==> src/hdl/rfe_pkg.sv <==
// Shared types and constants for the rail fence encryptor.
// No dependencies; imported by rfe_zigzag and rail_fence_encrypt_top.
package rfe_pkg;

    localparam int CFG_W = 5;
    localparam int BYTE_W = 8;
    localparam logic [CFG_W-1:0] RAILS_RESET = 5'd3;

    typedef enum logic [1:0] {
        ST_LOAD,
        ST_READ,
        ST_TEST,
        ST_EMIT
    } rfe_state_t;

    typedef struct packed {
        logic step;
        logic clear;
    } zz_ctrl_t;

endpackage

==> src/hdl/rfe_zigzag.sv <==
// Zigzag rail counter: clamps the current rail to the live rail count and steps it.
// Depends on rfe_pkg.
module rfe_zigzag #(
    parameter int MAX_RAILS = 16
) (
    input  logic                           aclk,
    input  logic                           aresetn,
    input  rfe_pkg::zz_ctrl_t              ctrl,
    input  logic [rfe_pkg::CFG_W-1:0]      rails,
    output logic [$clog2(MAX_RAILS)-1:0]   tag
);
    import rfe_pkg::*;

    localparam int TAG_W = $clog2(MAX_RAILS);
    localparam int RW = (TAG_W + 1 > CFG_W) ? TAG_W + 1 : CFG_W;

    logic [TAG_W-1:0] cur_reg, cur_next;
    logic             up_reg, up_next;
    logic [RW-1:0]    nr;
    logic [RW-1:0]    last_rail;
    logic [RW-1:0]    cur_w;
    logic [RW-1:0]    r_clamped;
    logic [RW-1:0]    r_adv;
    logic             up_adv;

    always_comb begin
        if (rails == '0) begin
            nr = RW'(1);
        end else if (RW'(rails) > RW'(MAX_RAILS)) begin
            nr = RW'(MAX_RAILS);
        end else begin
            nr = RW'(rails);
        end
        last_rail = nr - RW'(1);
        cur_w     = RW'(cur_reg);
        r_clamped = (cur_w > last_rail) ? last_rail : cur_w;
    end

    assign tag = r_clamped[TAG_W-1:0];

    always_comb begin
        r_adv  = r_clamped;
        up_adv = up_reg;
        if (last_rail == '0) begin
            r_adv  = '0;
            up_adv = 1'b0;
        end else if (!up_reg) begin
            if (r_clamped + RW'(1) >= last_rail) begin
                r_adv  = last_rail;
                up_adv = 1'b1;
            end else begin
                r_adv = r_clamped + RW'(1);
            end
        end else begin
            if (r_clamped <= RW'(1)) begin
                r_adv  = '0;
                up_adv = 1'b0;
            end else begin
                r_adv = r_clamped - RW'(1);
            end
        end
    end

    always_comb begin
        cur_next = cur_reg;
        up_next  = up_reg;
        if (ctrl.clear) begin
            cur_next = '0;
            up_next  = 1'b0;
        end else if (ctrl.step) begin
            cur_next = r_adv[TAG_W-1:0];
            up_next  = up_adv;
        end
    end

    always_ff @(posedge aclk) begin
        if (!aresetn) begin
            cur_reg <= '0;
            up_reg  <= 1'b0;
        end else begin
            cur_reg <= cur_next;
            up_reg  <= up_next;
        end
    end

endmodule

==> src/hdl/rail_fence_encrypt_top.sv <==
// Rail fence encryptor top level: text buffer, rail scan sequencer and stream ports.
// Depends on rfe_pkg and rfe_zigzag.
// Load: one text word per cycle while s_tready is high.
// Emission after the last word: each rail pass reads every stored entry through one
//   registered memory port and one tag comparator.
// Input is stalled from the last word until the final result word is taken.
// Reset clears control state and sets rails to 3; the text stores are not cleared.
module rail_fence_encrypt_top #(
    parameter int MAX_LEN   = 64,
    parameter int MAX_RAILS = 16
) (
    input  logic                          aclk,
    input  logic                          aresetn,
    input  logic                          cfg_wr_en,
    input  logic [rfe_pkg::CFG_W-1:0]     cfg_wr_data,   // rails
    input  logic                          s_tvalid,
    output logic                          s_tready,
    input  logic [7:0]                    s_tdata,       // [7:0] text_byte
    input  logic                          s_tlast,       // is_last
    output logic                          m_tvalid,
    input  logic                          m_tready,
    output logic [7:0]                    m_tdata,       // [7:0] cipher_byte
    output logic                          m_tlast,       // is_final
    output logic [0:0]                    m_tuser        // [0] truncated
);
    import rfe_pkg::*;

    localparam int TAG_W = $clog2(MAX_RAILS);
    localparam int AW    = $clog2(MAX_LEN);
    localparam int CNT_W = $clog2(MAX_LEN + 1);

    rfe_state_t         state_reg, state_next;
    logic [CFG_W-1:0]   rails_reg;
    logic [CNT_W-1:0]   cnt_reg, cnt_next;
    logic               ovf_reg, ovf_next;
    logic [AW-1:0]      k_reg, k_next;
    logic [TAG_W-1:0]   srail_reg, srail_next;
    logic [AW-1:0]      emit_reg, emit_next;
    logic [BYTE_W-1:0]  rd_char_reg;
    logic [TAG_W-1:0]   rd_tag_reg;

    logic [BYTE_W-1:0]  char_mem [MAX_LEN];
    logic [TAG_W-1:0]   tag_mem  [MAX_LEN];

    logic               s_acc, m_acc, full, wr_en;
    logic               hit, k_end, is_final, scan_step;
    logic [CNT_W-1:0]   cnt_m1;
    logic [TAG_W-1:0]   zz_tag;
    zz_ctrl_t           zz_ctrl;

    assign s_acc    = s_tvalid && s_tready;
    assign m_acc    = m_tvalid && m_tready;
    assign full     = (cnt_reg == CNT_W'(MAX_LEN));
    assign wr_en    = s_acc && !full;
    assign cnt_m1   = cnt_reg - CNT_W'(1);
    assign hit      = (rd_tag_reg == srail_reg);
    assign k_end    = (CNT_W'(k_reg) == cnt_m1);
    assign is_final = (CNT_W'(emit_reg) == cnt_m1);
    assign scan_step = ((state_reg == ST_TEST) && !hit)
                    || ((state_reg == ST_EMIT) && m_tready && !is_final);

    assign zz_ctrl.step  = wr_en;
    assign zz_ctrl.clear = m_acc && is_final;

    rfe_zigzag #(
        .MAX_RAILS (MAX_RAILS)
    ) u_zigzag (
        .aclk    (aclk),
        .aresetn (aresetn),
        .ctrl    (zz_ctrl),
        .rails   (rails_reg),
        .tag     (zz_tag)
    );

    // next state
    always_comb begin
        state_next = state_reg;
        unique case (state_reg)
            ST_LOAD: begin
                if (s_acc && s_tlast) begin
                    state_next = ST_READ;
                end
            end
            ST_READ: begin
                state_next = ST_TEST;
            end
            ST_TEST: begin
                state_next = hit ? ST_EMIT : ST_READ;
            end
            ST_EMIT: begin
                if (m_tready) begin
                    state_next = is_final ? ST_LOAD : ST_READ;
                end
            end
            default: begin
                state_next = ST_LOAD;
            end
        endcase
    end

    // handshake outputs
    always_comb begin
        s_tready = 1'b0;
        m_tvalid = 1'b0;
        unique case (state_reg)
            ST_LOAD: s_tready = 1'b1;
            ST_EMIT: m_tvalid = 1'b1;
            default: begin
                s_tready = 1'b0;
                m_tvalid = 1'b0;
            end
        endcase
    end

    assign m_tdata = rd_char_reg;
    assign m_tlast = is_final;
    assign m_tuser = ovf_reg;

    // datapath next values
    always_comb begin
        cnt_next   = cnt_reg;
        ovf_next   = ovf_reg;
        k_next     = k_reg;
        srail_next = srail_reg;
        emit_next  = emit_reg;
        if (s_acc) begin
            if (full) begin
                ovf_next = 1'b1;
            end else begin
                cnt_next = cnt_reg + CNT_W'(1);
            end
            k_next     = '0;
            srail_next = '0;
            emit_next  = '0;
        end
        if (scan_step) begin
            if (k_end) begin
                k_next     = '0;
                srail_next = srail_reg + TAG_W'(1);
            end else begin
                k_next = k_reg + AW'(1);
            end
        end
        if (m_acc) begin
            emit_next = emit_reg + AW'(1);
            if (is_final) begin
                cnt_next = '0;
                ovf_next = 1'b0;
            end
        end
    end

    always_ff @(posedge aclk) begin
        if (!aresetn) begin
            state_reg <= ST_LOAD;
            rails_reg <= RAILS_RESET;
            cnt_reg   <= '0;
            ovf_reg   <= 1'b0;
            k_reg     <= '0;
            srail_reg <= '0;
            emit_reg  <= '0;
        end else begin
            state_reg <= state_next;
            if (cfg_wr_en) begin
                rails_reg <= cfg_wr_data;
            end
            cnt_reg   <= cnt_next;
            ovf_reg   <= ovf_next;
            k_reg     <= k_next;
            srail_reg <= srail_next;
            emit_reg  <= emit_next;
        end
    end

    // text buffer, one write and one registered read port
    always_ff @(posedge aclk) begin
        if (wr_en) begin
            char_mem[cnt_reg[AW-1:0]] <= s_tdata;
            tag_mem[cnt_reg[AW-1:0]]  <= zz_tag;
        end
        if (state_reg == ST_READ) begin
            rd_char_reg <= char_mem[k_reg];
            rd_tag_reg  <= tag_mem[k_reg];
        end
    end

    a_no_load_during_emit: assert property (@(posedge aclk) disable iff (!aresetn)
        m_tvalid |-> !s_tready)
        else $error("input ready while emitting");

    a_cnt_in_range: assert property (@(posedge aclk) disable iff (!aresetn)
        cnt_reg <= CNT_W'(MAX_LEN))
        else $error("stored count beyond buffer depth");

    a_emit_matches_rail: assert property (@(posedge aclk) disable iff (!aresetn)
        m_tvalid |-> (rd_tag_reg == srail_reg))
        else $error("word emitted on wrong rail");

    a_final_clears: assert property (@(posedge aclk) disable iff (!aresetn)
        (m_tvalid && m_tready && m_tlast) |=> (cnt_reg == '0 && !ovf_reg && s_tready))
        else $error("state not cleared after final word");

    a_emit_nonempty: assert property (@(posedge aclk) disable iff (!aresetn)
        (state_reg != ST_LOAD) |-> (cnt_reg != '0))
        else $error("scan running on empty buffer");

endmodule
==> config.mk <==
export PLATFORM = sky130hd
export DESIGN_NAME = rail_fence_encrypt_top
export DESIGN_NICKNAME = d
export VERILOG_FILES = /design/src/hdl/rfe_pkg.sv /design/src/hdl/rfe_zigzag.sv /design/src/hdl/rail_fence_encrypt_top.sv
export SDC_FILE = /design/constraint.sdc
export NUM_CORES = 1
export LEC_CHECK = 0
export BUFFER_PORTS_ARGS = -buffer_cell sky130_fd_sc_hd__buf_2
export CORE_ASPECT_RATIO = 1.5
export CORE_MARGIN = 4
export CORE_UTILIZATION = 49
export DETAILED_ROUTE_END_ITERATION = 12
export HOLD_SLACK_MARGIN = 0.03
export PLACE_DENSITY_LB_ADDON = 0.3
export SLEW_MARGIN = 0
export SYNTH_ARGS = -nofsm -noshare
export SYNTH_HDL_FRONTEND = slang
export SYNTH_HIERARCHICAL = 1
export SYNTH_SLANG_ARGS = --single-unit
==> constraint.sdc <==
create_clock -name aclk -period 5.2 [get_ports aclk]
set_clock_uncertainty 0.2 [all_clocks]
set_input_delay 0.52 -clock aclk [delete_from_list [all_inputs] [get_ports aclk]]
set_output_delay 0.52 -clock aclk [all_outputs]
set_load 0.01 [all_outputs]
==> results.toml <==
[min_path]
min_from = "cfg_wr_en"
hold_path.class = "primary input to flip-flop"
hold-path-endpoint = "rails_reg[0]"
hold_path_depth = 3

[drt]
drt_first_iter_violations = 1766
wl_per_cell_um = 27.0
vias_per_cell = 6.01
route.vias.total = 15520
drc = 0
routed_wl_um = 69700
firstDrtPassIters = 6
ant_nets = 0

[clock_tree]
root_buffer = "clkbuf_16"
insertion_delay_ps = 610
numCtsBuffers = 72
htreeDepth = 3
cts_tree = "built"
clock_sinks = 816
clk_pin_slew_ps = 70
ctsLongestPathBuffers = 3

[setup_path]
slowest_stage = "or4_1"
reg2reg_from = "rails_reg[1]"
start_kind = "flip-flop"
crit_arrival_ps = 5390
path_common_cell = "ha_4"
endpoint_kind = "flip-flop"
crit_buf_inv = 2
worst-setup-path-type = "flip-flop to flip-flop"
critPathRequiredTime_ps = 5470
rrSetupSlack_ps = 90
reg2regPathDepth = 22
worst_path_dominant_cell_family = "simple AND/OR/NAND/NOR gates"
r2r_end = "u_zigzag/cur_reg[0]"
critPathMaxFanout = 7
crit_chain = "nor3_2 -> nor2_1 -> nor2_2 -> ha_4 -> inv_1 -> ha_1 -> nor2b_2 -> o21ai_2 -> maj3_4 -> a21o_1 -> nand2_1 -> a21boi_4 -> clkinvlp_4 -> ha_4 -> and3_1 -> ha_4 -> nand2_1 -> nor3_1 -> mux2i_1 -> a2111o_1 -> and4_1 -> or4_1"
max_stage_delay_ps = 480

[floorplanning]
die_area_um2 = 70700
ios = 31
die_w_um = 218
start_util_pct = 49.5
core_area_um2 = 65800
die_h_um = 324
num_rows = 115

[placement]
routabilityCongestion = 0.887
portBuffers = 30
dp_hpwl_um = 43100
place_area_um2 = 34100

[final_layout]
utilization_pct = 55.5
final_cell_area_um2 = 36500
num-fill-cells = 4855
finalNetCount = 1682
largest_reg_flops = 512
area_growth_pct = 12.2
num_antenna_cells = 0
final_layout_size_suffix_gt1_share_pct = 28.9

[pwr]
vdd_drop_max_mv = 0.252
p_per_area_nw_per_um2 = 371
p_int_mw = 10.7
power.leakage_nw = 11.0
seq_power_share_pct = 54.8
p_clk_share_pct = 38.9
p_comb_share_pct = 6.3
total_power_mw = 13.5
p_sw_share_pct = 21.2
p_sw_mw = 2.87

[global_routing]
grt_pass1_vias = 15875
overflow = 0
grt_usage_pct = 20.1
antenna_found_initial = 3
grt_start_max_net_pins = 72
grt_pass1_wl_um = 104000

[timing]
final-setup-viol-count = 0
fmax_ghz = 0.196
finalCritPeriodShare_pct = 98.4
worst-slew-pin-transition_ps = 1280
drv_slew = 0
min_period_ps = 5110
max_slew_margin_pct = 14.4
hold_violations = 0

[synthesis]
synth-edff-count = 780
synth_area_um2 = 32500
yosysMostFrequentCell = "edfxtp_1"
synth.distinct_cells = 67
synthFlopType = "edfxtp_1"
synthDominantCellAreaShare_pct = 72.0
synth.yosys.seq_area_share_pct = 74.2
synth.ff_latch_count = 816
avgSynthCellArea_um2 = 21.0
syn_inst = 1550
synth_fp_nets = 1584
yosys_warnings = 6
async_flop_share_pct = 0
synth_area_leader_cell = "edfxtp_1"
yosys-top-cells-count = "edfxtp_1, mux4_2, nor2_1"
ys_top_cells_by_area = "edfxtp_1, mux4_2, dfxtp_1"

[status]
status = "finished, final reports clean"

[flow_run]
drv_cap = 0
==> metal layers <==
layer / part of all wire, % / global-route usage (%) / vias up
met5: 0.023 / 0 / -
met4: 3.9 / 7.60 / 2
met3: 5.9 / 3.31 / 131
li1: - / - / 6644
met2: 52 / 34.4 / 543
met1: 38 / 26.3 / 8200
==> worst register-to-register path: cells and delay by family, from the launching register on <==
family | cells | cell delay (ps)
adders and majority gates | 5 | 1350
DFF | 1 | 360
buffers and inverters | 2 | 220
and+or+nand+nor | 10 | 1800
muxes | 1 | 120
AOI/OAI and AO/OA | 4 | 950
==> layout by cell type, fill, tap and decap left out, types with 10 or more instances in the layout <==
master / n
edfxtp_1: 780
mux4_2: 251
nor2_1: 98
clkbuf_16: 76
buf_4: 65
nand2_1: 31
buf_2: 30
dfxtp_1: 29
nand3_1: 27
a21oi_1: 19
clkinv_2: 18
clkbuf_1: 16
nor3_1: 15
inv_1: 14
xnor2_1: 14
xor2_1: 14
ha_1: 12
or3_1: 10
o211ai_1: 10
==> cell type report <==
type | count | area (um2) | share of cell area [%]
Multi-Input combinational cell | 633 | 8030 | 22.0
Clock buffer | 92 | 1960 | 5.37
Timing Repair Buffer | 106 | 808 | 2.21
Sequential cell | 816 | 24200 | 66.2
Clock inverter | 40 | 368 | 1.01
Inverter | 19 | 78.8 | 0.216
Tap cell | 877 | 1100 | 3.01
==> cell families (layout without fill, tap and decap cells) <==
family	Yosys count	in the layout	synth area share, %
other	1	1	0.0115
xor gates and xnor gates	28	28	0.754
adders and majority gates	16	16	0.619
and+or+nand+nor	245	245	3.58
AOI/OAI and AO/OA	82	82	1.75
buffers and inverters	101	257	1.37
DFF	816	816	74.2
muxes	261	261	17.7
==> metrics by stage <==
stage	setup TNS, ps	hold WS [ps]	setup WS (ps)	cells
floorplan	0	277	166	1550
global placement	0	299	173	2441
detailed placement	-12.3	298	-12.3	2441
CTS	0	34.8	53.0	2578
global route	-49.6	69.6	-49.6	2583
finish	0	76.3	85.0	2583
==> worst max path at each step <==
stage	cells past startpoint	endpoint	from
after global routing	22	u_zigzag/cur_reg[0]	rails_reg[1]
after detailed placement	22	u_zigzag/cur_reg[0]	rails_reg[2]
final	22	u_zigzag/cur_reg[0]	rails_reg[1]
after floorplan	20	u_zigzag/cur_reg[0]	rails_reg[1]
after CTS	22	u_zigzag/cur_reg[0]	rails_reg[1]
after global placement	22	u_zigzag/cur_reg[0]	rails_reg[2]
==> power by group through the flow <==
| stage | clock network [mW] | logic (mW) | registers (mW) |
|---|---|---|---|
| 2_1_floorplan | 0 | 0.517 | 7.54 |
| 6_report | 5.26 | 0.849 | 7.41 |
| 3_3_place_gp | 0 | 0.775 | 7.55 |
| 5_1_grt | 5.64 | 0.916 | 7.42 |
| 4_1_cts | 5.37 | 0.823 | 7.41 |
| 3_5_place_dp | 0 | 0.817 | 7.56 |
==> timing repair <==
item / in CTS / in global routing
setup endpoints to repair: 1 / 3
gates resized for setup: 2 / 7
hold buffers: 5 / 0
pin swaps: 0 / 6
endpoints found under the hold margin: 5 / 0
buffers inserted: 0 / 5
Power figures use the tool's default switching activity.
